===== config.mk =====
export PLATFORM = sky130hd
export DESIGN_NAME = lifo_stack_with_edit_ops
export DESIGN_NICKNAME = d
export VERILOG_FILES = /design/src/rtl/lstk_pkg.sv /design/src/rtl/lifo_stack_with_edit_ops.sv /design/src/rtl/lstk_cell.sv /design/src/rtl/lstk_ctrl.sv
export SDC_FILE = /design/constraint.sdc
export NUM_CORES = 2
export LEC_CHECK = 0
export ABC_CLOCK_PERIOD_IN_PS = 12300
export BUFFER_PORTS_ARGS = -buffer_cell sky130_fd_sc_hd__buf_4
export CORE_MARGIN = 3
export CORE_UTILIZATION = 45
export DETAILED_ROUTE_END_ITERATION = 10
export GPL_ROUTABILITY_DRIVEN = 0
export SYNTH_ARGS = -nofsm -noshare
export SYNTH_HDL_FRONTEND = slang
export SYNTH_SLANG_ARGS = --single-unit

===== constraint.sdc =====
create_clock -name clock -period 12.3 [get_ports clock]
set_clock_uncertainty 0.05 [all_clocks]
set_input_delay 2.46 -clock clock [delete_from_list [all_inputs] [get_ports clock]]
set_output_delay 2.46 -clock clock [all_outputs]
set_load 0.01 [all_outputs]

===== src/rtl/lstk_pkg.sv =====
// ----------------------------------------------------------------------------
// LIFO stack package
// Shared sizes, command, status and edit kind codes, and the edit and result structs.
// ----------------------------------------------------------------------------
package lstk_pkg;

   localparam int DEPTH   = 16;
   localparam int IDX_W   = $clog2(DEPTH);
   localparam int CNT_W   = $clog2(DEPTH + 1);
   localparam int WORD_W  = 32;
   localparam int CMD_W   = 3;
   localparam int POS_W   = 5;
   localparam int CAP_W   = 5;
   localparam int STAT_W  = 2;
   localparam int COUNT_W = 5;
   localparam int REQ_W   = 40;
   localparam int RSP_W   = 48;
   localparam int RSP_USED_W = STAT_W + WORD_W + COUNT_W + 2;

   localparam logic [CAP_W-1:0]  CAP_RESET = CAP_W'(16);
   localparam logic [WORD_W-1:0] EMPTY_TOP = 32'h8000_0000;

   typedef enum logic [CMD_W-1:0] {
      CMD_PUSH     = 3'd0,
      CMD_POP      = 3'd1,
      CMD_PEEK     = 3'd2,
      CMD_CLEAR    = 3'd3,
      CMD_INS_BOT  = 3'd4,
      CMD_REM_BOT  = 3'd5,
      CMD_REM_POS  = 3'd6,
      CMD_REVERSE  = 3'd7
   } cmd_type;

   typedef enum logic [STAT_W-1:0] {
      ST_OK       = 2'd0,
      ST_OVERFLOW = 2'd1,
      ST_EMPTY    = 2'd2,
      ST_BADPOS   = 2'd3
   } status_type;

   typedef enum logic [1:0] {
      EDIT_NONE = 2'd0,
      EDIT_INS  = 2'd1,
      EDIT_DEL  = 2'd2
   } edit_kind_type;

   typedef struct packed {
      edit_kind_type     kind;
      logic [IDX_W-1:0]  idx;
      logic [WORD_W-1:0] value;
   } edit_type;

   typedef struct packed {
      status_type       status;
      logic [CNT_W-1:0] cnt;
      logic             rev;
      logic             full;
   } result_type;

endpackage


===== src/rtl/lifo_stack_with_edit_ops.sv =====
// ----------------------------------------------------------------------------
// LIFO stack with edit commands
// Bounded stack of signed words held in a row of cells, with push, pop, peek,
// clear, bottom insert and remove, remove at position and reverse.
// An accepted item's result reaches the output register in the next cycle.
// One item per cycle unless a result waits on rsp_tready; edits update cells at once.
// Reset: count zero, capacity limit 16, output register empty; words undefined.
// ----------------------------------------------------------------------------
module lifo_stack_with_edit_ops
   import lstk_pkg::*;
(
   input  logic             clock,
   input  logic             reset,
   input  logic             req_tvalid,
   output logic             req_tready,
   // cmd[2:0], value[34:3], position[39:35]
   input  logic [REQ_W-1:0] req_tdata,
   output logic             rsp_tvalid,
   input  logic             rsp_tready,
   // status[1:0], top_value[33:2], count[38:34], is_empty[39], is_full[40], zero pad
   output logic [RSP_W-1:0] rsp_tdata,
   input  logic             csr_wen,
   input  logic [CAP_W-1:0] csr_wdata
);

   logic              fire;
   logic [CAP_W-1:0]  cap_ff;
   edit_type          edit;
   result_type        result;
   logic [WORD_W-1:0] cur_data [DEPTH];
   logic [WORD_W-1:0] nxt_data [DEPTH];
   logic [WORD_W-1:0] top_value;
   logic              rsp_valid_ff, rsp_valid_in;
   logic [RSP_W-1:0]  rsp_data_ff, rsp_data_in;

   assign req_tready = !rsp_valid_ff || rsp_tready;
   assign fire       = req_tvalid && req_tready;

   always_ff @(posedge clock) begin
      if (reset) begin
         cap_ff <= CAP_RESET;
      end else if (csr_wen) begin
         cap_ff <= csr_wdata;
      end
   end

   lstk_ctrl u_ctrl (
      .clock    (clock),
      .reset    (reset),
      .fire     (fire),
      .cmd      (cmd_type'(req_tdata[CMD_W-1:0])),
      .value    (req_tdata[CMD_W +: WORD_W]),
      .position (req_tdata[CMD_W+WORD_W +: POS_W]),
      .cap      (cap_ff),
      .edit     (edit),
      .result   (result)
   );

   for (genvar i = 0; i < DEPTH; i++) begin : g_cell
      lstk_cell u_cell (
         .clock      (clock),
         .edit       (edit),
         .slot       (IDX_W'(i)),
         .lower_data ((i == 0) ? edit.value : cur_data[(i == 0) ? 0 : i - 1]),
         .upper_data ((i == DEPTH - 1) ? cur_data[i] : cur_data[(i == DEPTH - 1) ? i : i + 1]),
         .data       (cur_data[i]),
         .data_next  (nxt_data[i])
      );
   end

   always_comb begin
      if (result.cnt == '0) begin
         top_value = EMPTY_TOP;
      end else if (result.rev) begin
         top_value = nxt_data[0];
      end else begin
         top_value = nxt_data[IDX_W'(result.cnt - CNT_W'(1))];
      end
   end

   always_comb begin
      rsp_valid_in = rsp_valid_ff && !rsp_tready;
      rsp_data_in  = rsp_data_ff;
      if (fire) begin
         rsp_valid_in = 1'b1;
         rsp_data_in  = {{(RSP_W - RSP_USED_W){1'b0}}, result.full, result.cnt == '0,
                         COUNT_W'(result.cnt), top_value, result.status};
      end
   end

   always_ff @(posedge clock) begin
      if (reset) begin
         rsp_valid_ff <= 1'b0;
      end else begin
         rsp_valid_ff <= rsp_valid_in;
      end
   end

   always_ff @(posedge clock) begin
      rsp_data_ff <= rsp_data_in;
   end

   assign rsp_tvalid = rsp_valid_ff;
   assign rsp_tdata  = rsp_data_ff;

   a_result_follows : assert property (@(posedge clock) disable iff (reset)
      fire |=> rsp_tvalid)
      else $error("accepted item gave no result");

   a_empty_flag : assert property (@(posedge clock) disable iff (reset)
      rsp_tvalid |-> (rsp_tdata[39] == (rsp_tdata[38:34] == '0)))
      else $error("empty flag disagrees with count");

   a_count_bound : assert property (@(posedge clock) disable iff (reset)
      rsp_tvalid |-> (32'(rsp_tdata[38:34]) <= DEPTH))
      else $error("count beyond depth");

   a_empty_top : assert property (@(posedge clock) disable iff (reset)
      (rsp_tvalid && rsp_tdata[39]) |-> (rsp_tdata[33:2] == EMPTY_TOP))
      else $error("empty stack shows a top word");

endmodule


===== src/rtl/lstk_cell.sv =====
// ----------------------------------------------------------------------------
// LIFO stack cell
// One stack word: hold, load the new word, or take a neighbour's word.
// ----------------------------------------------------------------------------
module lstk_cell
   import lstk_pkg::*;
(
   input  logic              clock,
   input  edit_type          edit,
   input  logic [IDX_W-1:0]  slot,
   input  logic [WORD_W-1:0] lower_data,
   input  logic [WORD_W-1:0] upper_data,
   output logic [WORD_W-1:0] data,
   output logic [WORD_W-1:0] data_next
);

   logic [WORD_W-1:0] data_ff;
   logic [WORD_W-1:0] data_in;

   always_comb begin
      data_in = data_ff;
      case (edit.kind)
         EDIT_INS: begin
            if (slot == edit.idx) begin
               data_in = edit.value;
            end else if (slot > edit.idx) begin
               data_in = lower_data;
            end
         end
         EDIT_DEL: begin
            if (slot >= edit.idx) begin
               data_in = upper_data;
            end
         end
         default: data_in = data_ff;
      endcase
   end

   always_ff @(posedge clock) begin
      data_ff <= data_in;
   end

   assign data      = data_ff;
   assign data_next = data_in;

endmodule


===== src/rtl/lstk_ctrl.sv =====
// ----------------------------------------------------------------------------
// LIFO stack control
// Count and orientation registers; turn each command into a status and any row edit.
// ----------------------------------------------------------------------------
module lstk_ctrl
   import lstk_pkg::*;
(
   input  logic              clock,
   input  logic              reset,
   input  logic              fire,
   input  cmd_type           cmd,
   input  logic [WORD_W-1:0] value,
   input  logic [POS_W-1:0]  position,
   input  logic [CAP_W-1:0]  cap,
   output edit_type          edit,
   output result_type        result
);

   logic [CNT_W-1:0] cnt_ff, cnt_in;
   logic             rev_ff, rev_in;
   logic [CNT_W-1:0] cap_eff;
   logic             full;
   logic             empty;
   logic             pos_ok;
   logic [31:0]      del_idx;
   status_type       status;
   edit_kind_type    kind;
   logic [IDX_W-1:0] idx;

   always_comb begin
      if (cap == '0) begin
         cap_eff = CNT_W'(1);
      end else if (32'(cap) > DEPTH) begin
         cap_eff = CNT_W'(DEPTH);
      end else begin
         cap_eff = CNT_W'(cap);
      end
   end

   assign full    = cnt_ff >= cap_eff;
   assign empty   = cnt_ff == '0;
   assign pos_ok  = (position != '0) && (32'(position) <= 32'(cnt_ff));
   assign del_idx = rev_ff ? (32'(cnt_ff) - 32'(position)) : (32'(position) - 32'd1);

   always_comb begin
      status = ST_OK;
      kind   = EDIT_NONE;
      idx    = '0;
      cnt_in = cnt_ff;
      rev_in = rev_ff;
      case (cmd)
         CMD_PUSH, CMD_INS_BOT: begin
            if (full) begin
               status = ST_OVERFLOW;
            end else begin
               kind   = EDIT_INS;
               idx    = ((cmd == CMD_PUSH) != rev_ff) ? cnt_ff[IDX_W-1:0] : '0;
               cnt_in = cnt_ff + CNT_W'(1);
            end
         end
         CMD_POP, CMD_REM_BOT: begin
            if (empty) begin
               status = ST_EMPTY;
            end else begin
               kind   = ((cmd == CMD_POP) == rev_ff) ? EDIT_DEL : EDIT_NONE;
               idx    = '0;
               cnt_in = cnt_ff - CNT_W'(1);
            end
         end
         CMD_PEEK: begin
            if (empty) begin
               status = ST_EMPTY;
            end
         end
         CMD_CLEAR: begin
            cnt_in = '0;
            rev_in = 1'b0;
         end
         CMD_REM_POS: begin
            if (!pos_ok) begin
               status = ST_BADPOS;
            end else begin
               kind   = EDIT_DEL;
               idx    = del_idx[IDX_W-1:0];
               cnt_in = cnt_ff - CNT_W'(1);
            end
         end
         CMD_REVERSE: begin
            rev_in = !rev_ff;
         end
         default: status = ST_OK;
      endcase
      if (!fire) begin
         kind   = EDIT_NONE;
         cnt_in = cnt_ff;
         rev_in = rev_ff;
      end
   end

   always_ff @(posedge clock) begin
      if (reset) begin
         cnt_ff <= '0;
         rev_ff <= 1'b0;
      end else begin
         cnt_ff <= cnt_in;
         rev_ff <= rev_in;
      end
   end

   assign edit.kind   = kind;
   assign edit.idx    = idx;
   assign edit.value  = value;
   assign result.status = status;
   assign result.cnt    = cnt_in;
   assign result.rev    = rev_in;
   assign result.full   = cnt_in >= cap_eff;

endmodule

==> run metrics <==
Slew HR 0.154; fin nets roughly 4800; Initial Utilization 0.456; Mapped Avg Cell Area 7.60 um2; worst vdd ir 0.104 mV; r2r setup slk between 4 and 5 ns; Ports 100; CP Launch Point req_tdata[36]; reg2reg path depth 19; TNS Setup 0 ns; sequential area share after synthesis 0.312; Least-Margin Pin Slew ~1.3 ns; Static Leak between 0.01 and 0.015 uW; largest net degree at the start of global routing 171; Die Ht between 200 and 300 um; dpl hpwl 125000 um; Max Buffers Root-to-Sink 3; Initial DRC Count between 7000 and 8000; Async SR Flop Fraction 0; total power draw 7060 uW; number of gates resized after CTS 0; vias about 43000; vias in the first global route between 30000 and 40000; Root Driver clkbuf_16; RSZ-0062 raised after global routing no; CTS buffer count between 60 and 70; slowest cell on the critical path a221o_1; clock-pin slew on the worst setup and hold paths 0.06 ns; Avg Vias per Cell 7.38; CTS Hold Buffers Added 0; post-DR wirelength/cell between 30 and 40 um; power per cell area 171 nW/um2; CTS sink cnt 565; CP required about 13 ns; Hold Path Class flop to flop; status finished, final reports clean; layout cells sized above 1 0.110; crit path time final a little under 9 ns; drt drc 0; R2R Path Start u_ctrl.cnt_ff[2]$_SDFF_PP0_; grt total ovfl 0; CP Data Arrival Time 9.22 ns; critical path endpoint category flop; ANT nets after route 0; Final setup violation count 0; Max Cap Violations 0; Worst-Skew Late Latency 0.65 ns; CTS tree yes; crit-path max FO 52; Yosys reg bits approximately 570; Crit path largest cell delay 0.97 ns; FP Rows approximately 110; Mapped Cells between 4000 and 5000; Synth warnings 0; CTS H-tree lvls 3; first-pass GRT wire length around 280000 um; r2r endpoint rsp_tdata[11]$_SDFFCE_PP0P_; CP cell instances buf_4, inv_1, ha_1, nor2b_1, o31ai_2, a21o_1, nand2_1, nand2_1, nand2_1, ha_4, inv_4, o311ai_4, buf_4, a221o_1, buf_4, o21ai_0, o21ai_0, a22o_1, o21ai_0, a31oi_1, a211o_1; period utilization 0.711; initial antenna violation count 15; core area ~82000 um2; First-pass DRT Iterations 6; IO buf count just over 90; final WL 193000 um; Area Growth Syn to Fin 9.77%; CP startpoint kind primary input; Post-Syn Area between 30000 and 40000 um2; FMAX 114 MHz; Horiz. Die Dim approximately 290 um; Setup Fix Bufs, Post-CTS 0; Cell variety after synth ~120; Total Routing Usage GR 0.427; final hold violations 0; DIE AREA between 80000 and 90000 um2; Worst Setup EP rsp_tdata[11]$_SDFFCE_PP0P_; worst setup path class primary input to flop; number of synthesized flops with an enable pin 41; Top FF cell, synth dfxtp_1; Final Max Tran Viols 0
-- critical path, delay by kind of cell --
kind	cells	cell delay [ns]
compound gates	10	3.37
simple gates	4	0.75
buf+inv	5	1.45
fa+ha+maj	2	1.13
-- power breakdown --
group | internal, uW | switching, uW
sequential | 2320 | 393
combinational | 737 | 1480
clock | 1210 | 927
total | 4270 | 2800
-- cell usage after synthesis (all sizes together), types with 15 or more instances --
cell type	n	area, um2
a211o	46	403
a211oi	73	558
a21o	35	263
a21oi	294	1510
a221o	103	1030
a22o	64	561
a22oi	76	576
a2bb2oi	28	245
a311oi	47	418
a31o	18	158
a31oi	180	1140
a32oi	28	245
and2	34	213
and3	37	236
buf	167	838
clkbuf	348	1310
dfxtp	524	10500
edfxtp	41	1230
ha	25	313
inv	84	315
mux2i	63	631
nand2	571	2150
nand2b	28	175
nand3	148	751
nor2	478	1820
nor3	66	360
nor4	21	131
o2111ai	18	175
o211a	15	150
o211ai	104	811
o21a	57	428
o21ai	468	2350
o221a	41	462
o221ai	157	1380
o22a	44	385
o22ai	51	319
o311ai	22	193
o31a	16	140
o31ai	58	445
or2	23	144
or3	44	275
-- final cells by class --
cell class | count | area [um2]
flip-flops and latches | 565 | 11700
clock inverters | 29 | 310
well taps | 1070 | 1340
diodes | 5 | 12.5
clock buffers | 96 | 1960
repair buffers | 233 | 1840
multi-input cells | 3782 | 23700
inverters | 86 | 330
fillers | 7998 | 41200
-- registers in the layout, indices dropped and copies added, names as in the netlist --
name / flops
g_cell.u_cell.data: 512
u_ctrl.cnt_ff: 5
rsp_tdata: 41
rsp_tvalid: 1
cap_ff: 5
u_ctrl.rev_ff: 1
-- through the flow --
step,area [um2],std cells,setup WS [ns],utilization,hold slack (ns)
after floorplan,37600,4948,5.18,-,0.388
final,41200,5866,3.56,0.500,0.428
after detailed placement,38900,5736,3.32,0.473,0.412
after global placement,38900,5736,3.48,0.473,0.409
after CTS,41200,5861,3.96,0.500,0.426
after global routing,41200,5865,3.45,0.500,0.459
-- routing by layer --
layer / up-vias / global-route usage / wire length, um
met4: 12 / 0.238 / 13300
met2: 3830 / 0.568 / 73100
met3: 782 / 0.181 / 33200
li1: 18600 / - / -
met5: - / 0.0133 / 161
met1: 20100 / 0.572 / 73600
-- kinds of logic (layout without fill, tap and decap cells) --
group	count (synthesis)	count (layout)	synth area share
buf+inv	601	444	0.0657
xor+xnor	11	11	0.00277
mux	80	80	0.0228
flops	565	565	0.312
other cells	1	12	0.0000999
fa+ha+maj	26	26	0.00886
simple gates	1513	1513	0.180
compound gates	2145	2145	0.408
-- cell usage in the layout (no fill, tap or decap), types with 28 or more instances in the layout --
| cell type | Yosys | layout |
|---|---|---|
| a221o_1 | 103 | 103 |
| a32oi_1 | 28 | 28 |
| o31ai_1 | 56 | 55 |
| a22o_1 | 64 | 64 |
| a311oi_1 | 46 | 46 |
| and3_1 | 36 | 36 |
| o211ai_1 | 98 | 98 |
| nor2_1 | 471 | 464 |
| o221ai_1 | 156 | 155 |
| a211oi_1 | 71 | 71 |
| o221a_2 | 38 | 38 |
| a21o_1 | 35 | 35 |
| nand2b_1 | 28 | 28 |
| a31oi_1 | 177 | 177 |
| dfxtp_1 | 524 | 524 |
| buf_4 | 16 | 226 |
| and2_1 | 33 | 32 |
| a22oi_1 | 75 | 75 |
| o22a_1 | 44 | 44 |
| a211o_1 | 46 | 44 |
| inv_1 | 81 | 80 |
| o21ai_0 | 457 | 457 |
| a2bb2oi_1 | 28 | 28 |
| a21oi_1 | 290 | 289 |
| o22ai_1 | 51 | 51 |
| nand3_1 | 146 | 146 |
| edfxtp_1 | 41 | 41 |
| mux2i_1 | 63 | 62 |
| or3_1 | 44 | 44 |
| nand2_1 | 568 | 563 |
| clkbuf_16 | 0 | 69 |
| nor3_1 | 60 | 47 |
| o21a_1 | 57 | 57 |
-- worst min-delay path by stage --
| stage | depth (start not counted) | endpoint | slack, ns | start |
|---|---|---|---|---|
| floorplan | 2 | g_cell[12].u_cell.data[31]$_DFF_P_ | 0.39 | g_cell[12].u_cell.data[31]$_DFF_P_ |
| global placement | 1 | g_cell[4].u_cell.data[16]$_DFF_P_ | 0.41 | g_cell[4].u_cell.data[16]$_DFF_P_ |
| detailed placement | 1 | g_cell[4].u_cell.data[16]$_DFF_P_ | 0.41 | g_cell[4].u_cell.data[16]$_DFF_P_ |
| CTS | 1 | g_cell[4].u_cell.data[16]$_DFF_P_ | 0.43 | g_cell[4].u_cell.data[16]$_DFF_P_ |
| global route | 2 | g_cell[15].u_cell.data[5]$_DFF_P_ | 0.46 | g_cell[15].u_cell.data[5]$_DFF_P_ |
| finish | 1 | g_cell[4].u_cell.data[16]$_DFF_P_ | 0.43 | g_cell[4].u_cell.data[16]$_DFF_P_ |
Power figures use the tool's default switching activity.
